===== config.mk =====
export PLATFORM = sky130hd
export DESIGN_NAME = line_record_rx_ring_buffer
export DESIGN_NICKNAME = d
export VERILOG_FILES = /design/src/rtl/lrrb_pkg.sv /design/src/rtl/lrrb_ctrl.sv /design/src/rtl/lrrb_dp.sv /design/src/rtl/line_record_rx_ring_buffer.sv
export VERILOG_INCLUDE_DIRS = /design/src /design/src/rtl
export SDC_FILE = /design/constraint.sdc
export NUM_CORES = 1
export LEC_CHECK = 0
export CORE_ASPECT_RATIO = 1.5
export CORE_MARGIN = 5
export CORE_UTILIZATION = 39
export CTS_CLUSTER_DIAMETER = 150
export DETAILED_ROUTE_END_ITERATION = 10
export DONT_BUFFER_PORTS = 1
export GPL_ROUTABILITY_DRIVEN = 0
export PLACE_DENSITY = 0.52
export SLEW_MARGIN = 20
export SYNTH_ARGS = -nofsm -noshare
export SYNTH_HDL_FRONTEND = slang
export SYNTH_SLANG_ARGS = --single-unit
export TNS_END_PERCENT = 1

===== constraint.sdc =====
create_clock -name clk -period 5.9 [get_ports clk]
set_input_delay 0.59 -clock clk [delete_from_list [all_inputs] [get_ports clk]]
set_output_delay 0.59 -clock clk [all_outputs]
set_load 0.01 [all_outputs]

===== src/rtl/assert_macros.svh =====
// Assertion helpers for the RTL.
`ifndef ASSERT_MACROS_SVH
`define ASSERT_MACROS_SVH

// Clocked assertion, disabled while reset is held.
`define ASSERT_CLK(label, prop, msg) \
  label: assert property (@(posedge clk) disable iff (!rst_n) (prop)) else $error(msg);

// Clocked assertion that is also checked during reset.
`define ASSERT_ALWAYS(label, prop, msg) \
  label: assert property (@(posedge clk) (prop)) else $error(msg);

`endif


===== src/rtl/lrrb_pkg.sv =====
`default_nettype none
package lrrb_pkg;

  localparam int BUF_DEPTH = 64;
  localparam int IDX_W     = (BUF_DEPTH > 1) ? $clog2(BUF_DEPTH) : 1;
  localparam int LEN_W     = 7;
  localparam int REC_W     = 7;
  localparam int SIZE_W    = 16;

  localparam logic [REC_W-1:0] REC_MAX = {REC_W{1'b1}};
  localparam logic [7:0]       NEWLINE = 8'h0A;

  localparam logic OP_RX   = 1'b0;
  localparam logic OP_READ = 1'b1;

  // controller -> datapath
  typedef struct packed {
    logic rx_write;
    logic rd_start;
    logic load_refused;
    logic load_empty;
    logic load_byte;
    logic dec_rec;
  } lrrb_cmd_t;

  // datapath -> controller
  typedef struct packed {
    logic refuse;
    logic empty;
    logic byte_last;
    logic out_free;
  } lrrb_sts_t;

  function automatic logic [IDX_W-1:0] next_idx(input logic [IDX_W-1:0] i);
    logic [IDX_W-1:0] n;
    n = (i == IDX_W'(BUF_DEPTH - 1)) ? '0 : i + 1'b1;
    return n;
  endfunction

endpackage
`default_nettype wire


===== src/rtl/lrrb_ctrl.sv =====
`default_nettype none
module lrrb_ctrl (
  input  wire                       clk,
  input  wire                       rst_n,
  input  wire                       in_valid,
  input  wire                       in_opcode,
  output logic                      in_stall,
  input  wire lrrb_pkg::lrrb_sts_t  sts,
  output lrrb_pkg::lrrb_cmd_t       cmd
);
  import lrrb_pkg::*;

  typedef enum logic [1:0] {
    S_IDLE,
    S_HEAD,
    S_DATA
  } state_t;

  state_t state_r, state_nxt;

  always_comb begin
    state_nxt = state_r;
    cmd       = '0;
    in_stall  = (state_r != S_IDLE);
    unique case (state_r)
      S_IDLE: begin
        if (in_valid) begin
          if (in_opcode == OP_RX) begin
            cmd.rx_write = 1'b1;
          end else begin
            cmd.rd_start = 1'b1;
            state_nxt    = S_HEAD;
          end
        end
      end
      S_HEAD: begin
        if (sts.refuse) begin
          if (sts.out_free) begin
            cmd.load_refused = 1'b1;
            state_nxt        = S_IDLE;
          end
        end else if (sts.empty) begin
          if (sts.out_free) begin
            cmd.load_empty = 1'b1;
            cmd.dec_rec    = 1'b1;
            state_nxt      = S_IDLE;
          end
        end else begin
          state_nxt = S_DATA;
        end
      end
      S_DATA: begin
        if (sts.out_free) begin
          cmd.load_byte = 1'b1;
          if (sts.byte_last) begin
            cmd.dec_rec = 1'b1;
            state_nxt   = S_IDLE;
          end
        end
      end
      default: state_nxt = S_IDLE;
    endcase
  end

  always_ff @(posedge clk) begin
    if (!rst_n) begin
      state_r <= S_IDLE;
    end else begin
      state_r <= state_nxt;
    end
  end

endmodule
`default_nettype wire


===== src/rtl/lrrb_dp.sv =====
`default_nettype none
`include "assert_macros.svh"
module lrrb_dp (
  input  wire                         clk,
  input  wire                         rst_n,
  input  wire  [7:0]                  in_rx_byte,
  input  wire  [lrrb_pkg::SIZE_W-1:0] in_request_size,
  input  wire                         out_stall,
  output logic                        out_valid,
  output logic [7:0]                  out_data_byte,
  output logic                        out_has_data,
  output logic                        out_last,
  output logic                        out_refused,
  output logic [lrrb_pkg::LEN_W-1:0]  out_line_length,
  input  wire lrrb_pkg::lrrb_cmd_t    cmd,
  output lrrb_pkg::lrrb_sts_t         sts
);
  import lrrb_pkg::*;

  logic [7:0]       mem [BUF_DEPTH];
  logic [7:0]       mem_q_r;

  logic [IDX_W-1:0] wr_r, wr_nxt, rd_r, rd_nxt;
  logic [REC_W-1:0] rec_r, rec_nxt;
  logic             ovf_r, ovf_nxt;
  logic [LEN_W-1:0] len_r, len_nxt;
  logic             refuse_r;
  logic             out_valid_r;

  logic             mem_we;
  logic [7:0]       mem_wd;
  logic [IDX_W-1:0] wr_adv, rd_adv, wr_step;
  logic [LEN_W-1:0] len_inc;
  logic             byte_nl;
  logic             load_any;

  assign wr_adv   = next_idx(wr_r);
  assign rd_adv   = next_idx(rd_r);
  assign byte_nl  = (mem_q_r == NEWLINE);
  assign wr_step  = (!byte_nl && ovf_r) ? wr_adv : wr_r;
  assign len_inc  = len_r + 1'b1;
  assign load_any = cmd.load_refused | cmd.load_empty | cmd.load_byte;

  always_comb begin
    wr_nxt  = wr_r;
    rd_nxt  = rd_r;
    rec_nxt = rec_r;
    ovf_nxt = ovf_r;
    len_nxt = len_r;
    mem_we  = 1'b0;
    mem_wd  = in_rx_byte;
    if (cmd.rx_write) begin
      mem_we = 1'b1;
      if (wr_adv != rd_r && !ovf_r) begin
        if (in_rx_byte == NEWLINE && rec_r != REC_MAX) rec_nxt = rec_r + 1'b1;
        wr_nxt = wr_adv;
      end else begin
        // full or overflowed: park a newline in the write slot, count it once
        mem_wd = NEWLINE;
        if (!ovf_r && rec_r != REC_MAX) rec_nxt = rec_r + 1'b1;
        ovf_nxt = 1'b1;
      end
    end
    if (cmd.rd_start) len_nxt = '0;
    if (cmd.load_byte) begin
      rd_nxt  = rd_adv;
      len_nxt = len_inc;
      if (!byte_nl && ovf_r) begin
        ovf_nxt = 1'b0;
        wr_nxt  = wr_adv;
      end
    end
    if (cmd.dec_rec) rec_nxt = rec_r - 1'b1;
  end

  always_comb begin
    sts.refuse    = refuse_r;
    sts.empty     = (wr_r == rd_r);
    sts.byte_last = byte_nl || (rd_adv == wr_step) || (len_inc == LEN_W'(BUF_DEPTH));
    sts.out_free  = !out_valid_r || !out_stall;
  end

  // read address follows the index it will hold, so data lines up with the held index
  always_ff @(posedge clk) begin
    if (mem_we) mem[wr_r] <= mem_wd;
    mem_q_r <= mem[rd_nxt];
  end

  always_ff @(posedge clk) begin
    if (!rst_n) begin
      wr_r        <= '0;
      rd_r        <= '0;
      rec_r       <= '0;
      ovf_r       <= 1'b0;
      refuse_r    <= 1'b0;
      out_valid_r <= 1'b0;
      len_r       <= '0;
    end else begin
      wr_r  <= wr_nxt;
      rd_r  <= rd_nxt;
      rec_r <= rec_nxt;
      ovf_r <= ovf_nxt;
      len_r <= len_nxt;
      if (cmd.rd_start) begin
        refuse_r <= (in_request_size > SIZE_W'(BUF_DEPTH)) || (rec_r == '0);
      end
      if (load_any) begin
        out_valid_r <= 1'b1;
      end else if (!out_stall) begin
        out_valid_r <= 1'b0;
      end
    end
  end

  always_ff @(posedge clk) begin
    if (load_any) begin
      out_data_byte   <= cmd.load_byte ? mem_q_r : 8'h00;
      out_has_data    <= cmd.load_byte;
      out_last        <= !cmd.load_byte || sts.byte_last;
      out_refused     <= cmd.load_refused;
      out_line_length <= (cmd.load_byte && sts.byte_last) ? len_inc : '0;
    end
  end

  assign out_valid = out_valid_r;

  `ASSERT_CLK(a_dec_nonzero, cmd.dec_rec |-> (rec_r != '0), "record count underflow")
  `ASSERT_CLK(a_load_free, load_any |-> sts.out_free, "result loaded over a waiting one")
  `ASSERT_CLK(a_one_load, $onehot0({cmd.load_refused, cmd.load_empty, cmd.load_byte}),
              "more than one result loaded in a cycle")

endmodule
`default_nettype wire


===== src/rtl/line_record_rx_ring_buffer.sv =====
`default_nettype none
// Receive ring buffer of BUF_DEPTH bytes that counts newline-terminated
// records. A receive item (opcode 0) is taken back to back while no read
// runs and gives no result; once the ring fills, a newline is parked in
// the write slot, overflow latches and later bytes are dropped. A read
// item (opcode 1) gives one result when refused (size above BUF_DEPTH or
// no record) or when the ring is empty, else one result per byte up to
// and including the newline, the last held byte or BUF_DEPTH bytes, the
// last flagged with the line length. A read's accept edge registers the
// size check and the first memory read; a refused or empty result is
// loaded from the head-check state, the first byte from the data state
// after it, then one byte per cycle while the output is not stalled. The
// registered refusal flag and memory read and the head-check state set
// that order. No new item is taken until the read loads its final result.
module line_record_rx_ring_buffer (
  input  wire                         clk,
  input  wire                         rst_n,
  input  wire                         in_valid,
  output logic                        in_stall,
  input  wire                         in_opcode,
  input  wire  [7:0]                  in_rx_byte,
  input  wire  [lrrb_pkg::SIZE_W-1:0] in_request_size,
  output logic                        out_valid,
  input  wire                         out_stall,
  output logic [7:0]                  out_data_byte,
  output logic                        out_has_data,
  output logic                        out_last,
  output logic                        out_refused,
  output logic [lrrb_pkg::LEN_W-1:0]  out_line_length
);
  import lrrb_pkg::*;

  lrrb_cmd_t cmd;   // sequencing commands
  lrrb_sts_t sts;   // ring and output status

  // Controller: accepts items, sequences a read byte by byte.
  lrrb_ctrl u_ctrl (
    .clk       (clk),
    .rst_n     (rst_n),
    .in_valid  (in_valid),
    .in_opcode (in_opcode),
    .in_stall  (in_stall),
    .sts       (sts),
    .cmd       (cmd)
  );

  // Datapath: byte memory, indexes, record count, overflow flag and the
  // output register that decouples the result side.
  lrrb_dp u_dp (
    .clk             (clk),
    .rst_n           (rst_n),
    .in_rx_byte      (in_rx_byte),
    .in_request_size (in_request_size),
    .out_stall       (out_stall),
    .out_valid       (out_valid),
    .out_data_byte   (out_data_byte),
    .out_has_data    (out_has_data),
    .out_last        (out_last),
    .out_refused     (out_refused),
    .out_line_length (out_line_length),
    .cmd             (cmd),
    .sts             (sts)
  );

endmodule
`default_nettype wire


==> out/results.txt <==
Synth Flop Type - edfxtp_1
TNS Setup - 0 ns
Power Dens Cells - 307 nW/um2
Cell Int Power - 6.52 mW
Max-slew violation count - 0
Crit path launch type - flip-flop
Number of max-cap violations - 0
Number of hold-repair buffers added at the cts stage - 0
# Post-CTS Setup Buffers - 0
Commonest cells in the netlist - 530 x edfxtp_1, 340 x nand2_1, 131 x nor2_1
Die X - 213 um
Die area - 67000 um2
Final hold vios - 0
Setup crit end kind - flip-flop
Initial core utilization - 39.3%
Num CTS Buffers - 52
Final Util - 43.4%
Leakage - 8.92 nW
Initial antenna violation count - 0
Final Non-Filler Cells - 2577
Pin count of the biggest net entering global routing - 124
Drt drc - 0
Post-Syn Nets - 1808
Vias in the first global route - 14400
Post-synth top area cell - edfxtp_1
RSZ-0062 raised after global routing - no
Count leader, synth - edfxtp_1
Flop pwr share - 54.6%
Worst EP arrival - 5.25 ns
Placed cell count - 2483
Maximum VDD drop - 0.000186 V
Post-synth cell types - 77
Via-per-instance ratio - 5.49
Status - finished, final reports clean
Hpwl dp - 38.1 mm
Nets - 1787
Final wirelength - 60.9 mm
Hold Path Stages - 1
Required time worst endpoint - 6.41 ns
Worst-Skew Late Latency - 0.58 ns
Fin crit share - 80.3%
Die Y - 314 um
Pre-Repair DR Iteration Count - 5
Antenna fix cells - 0
H-tree Lvls - 2
Syn Area/Cell - 13.6 um2
Setup violations, final - 0
CTS clk-pin slew, worst paths - 0.07 ns
Post-Synthesis Cells - 1767
TritonCTS clock tree - yes
Synth top area cells - edfxtp_1 66%, nand2_1 5.3%, mux2i_1 3.4%
GRT overflow - 0
Port bufs - 0
Post-synth EDFFs - 530
First-pass GRT wire length - 90.2 mm
Worst slew margin - 25.9%
IO Pins - 49
Post-DR wirelength/cell - 23.6 um
Final ANT Viol Nets - 0
Resized cells post-CTS - 0
R2R cell count - 18
Min Tclk post-route - 4.74 ns
GRT Util Overall - 17.9%
Fraction of layout cells with a size suffix above 1 - 9.29%
Vias post-DR - 14200
Synth Register Bits - 569
CORE AREA - 61200 um2
Sequential-to-total area share from yosys stat - 69.3%
Switching Fraction - 20.3%
Max frequency - 0.211 GHz
Layout area overhead - 10.4%
Worst-margin pin slew - 1.11 ns
Clock root cell - clkbuf_16
Clock power frac - 42.5%
Power share of the combinational group - 2.9%
Async SR Flop Fraction - 0%
Mapped Area - 24100 um2
Post-synth top area share - 66.0%
Ys Warns - 0
Worst Skew - 0.0179 ns
Initial DRC count - 1195
FP Rows - 111
CP Max Fanout - 12
Max Buffers Root-to-Sink - 3
Hold Path Class - in2reg
Switch Pwr - 1.66 mW
Setup Crit Path Kind - reg2reg
Total clock sinks - 569
cell type report:
class | instances | area (um2)
clock inverter | 30 | 293
timing repair buffer | 28 | 255
sequential | 569 | 16700
inverter | 14 | 52.6
tap | 791 | 990
multi-input combinational | 1081 | 6850
fill | 5483 | 34700
clock buffer | 64 | 1460
worst max-delay path: stages (launching register included):
cell       delay [ns]
dfxtp_1          0.60
ha_1             0.38
nand2_1          0.13
a2111oi_1        0.41
a211o_1          0.16
o211ai_1         0.11
a2111o_1         0.50
o21ai_4          0.28
a21oi_1          0.16
inv_1            0.21
ha_1             0.30
nor2b_1          0.15
o21ai_0          0.24
a21oi_1          0.12
o21ai_0          0.16
nand2b_1         0.11
nor3b_1          0.17
a2111o_1         0.39
o211ai_1         0.08
cell families after synthesis:
logic type                 after synthesis  share of synthesized area, %
adders and majority gates               12                         0.654
AOI/OAI and AO/OA                      240                          7.47
and+or+nand+nor                        690                          13.0
buffers and inverters                  117                          2.67
muxes                                  111                          5.82
xor gates and xnor gates                28                          1.08
DFF                                    569                          69.3
path summary, 6_finish.rpt:
check	from	end	slack [ns]
setup reg to reg	u_dp.wr_r[0]$_SDFF_PN0_	u_dp.rec_r[6]$_SDFFE_PN0P_	1.16
setup / recovery	u_dp.wr_r[0]$_SDFF_PN0_	u_dp.rec_r[6]$_SDFFE_PN0P_	1.16
hold reg to reg	u_ctrl.state_r[0]$_SDFFE_PN0P_	u_ctrl.state_r[0]$_SDFFE_PN0P_	0.50
hold / removal	rst_n	u_dp.wr_r[2]$_SDFF_PN0_	0.13
layer usage:
layer / routed length, um / track usage (%)
met2: 30200 / 30.5
met3: 2730 / 2.92
met1: 24500 / 21.9
met4: 3490 / 9.10
met5: 0 / 0
sequential cells by signal, indices dropped and copies added, names as in the netlist, 2 cells and up:
signal	cells
u_dp.mem	512
u_dp.mem_q_r	8
u_dp.out_data_byte	8
u_dp.len_r	7
u_dp.out_line_length	7
u_dp.rec_r	7
u_dp.rd_r	6
u_dp.wr_r	6
u_ctrl.state_r	2
power by group through the flow:
stage / registers, mW / logic (mW) / clock network (mW)
floorplan: 4.55 / 0.143 / 0
global placement: 4.55 / 0.240 / 0
detailed placement: 4.55 / 0.244 / 0
CTS: 4.46 / 0.244 / 3.55
global route: 4.46 / 0.260 / 3.72
finish: 4.46 / 0.241 / 3.47
cells in the final DEF, fill, tap and decap left out, drive strengths merged, types with 4 or more instances in the layout:
master,netlist,final
a211oi,40,40
a21o,6,6
a21oi,21,21
a22oi,7,7
a311oi,41,41
a31oi,12,12
a32oi,14,14
and2,48,48
and3,9,9
buf,79,28
bufinv,0,6
clkbuf,24,64
clkinv,0,23
dfxtp,39,39
edfxtp,530,530
ha,11,11
inv,14,14
mux2,7,7
mux2i,83,83
mux4,21,21
nand2,340,340
nand2b,7,7
nand3,68,68
nand3b,16,16
nand4,9,9
nor2,132,132
nor2b,14,14
nor3,6,6
nor3b,4,4
nor4,6,6
o211ai,42,42
o21ai,27,27
o22ai,6,6
or2,6,6
or3,15,15
or4,4,4
xnor2,13,13
xor2,15,15
metrics by stage:
stage	instance area, um2	setup slack [ns]	total power [mW]	hold slack, ns
after floorplan	24100	1.87	4.69	0.461
after global placement	24800	1.35	4.79	0.475
after detailed placement	24800	1.25	4.79	0.494
after CTS	26600	1.22	8.26	0.0980
after global routing	26600	0.811	8.44	0.110
final	26600	1.16	8.18	0.126
(Power assumes the default switching activity.)
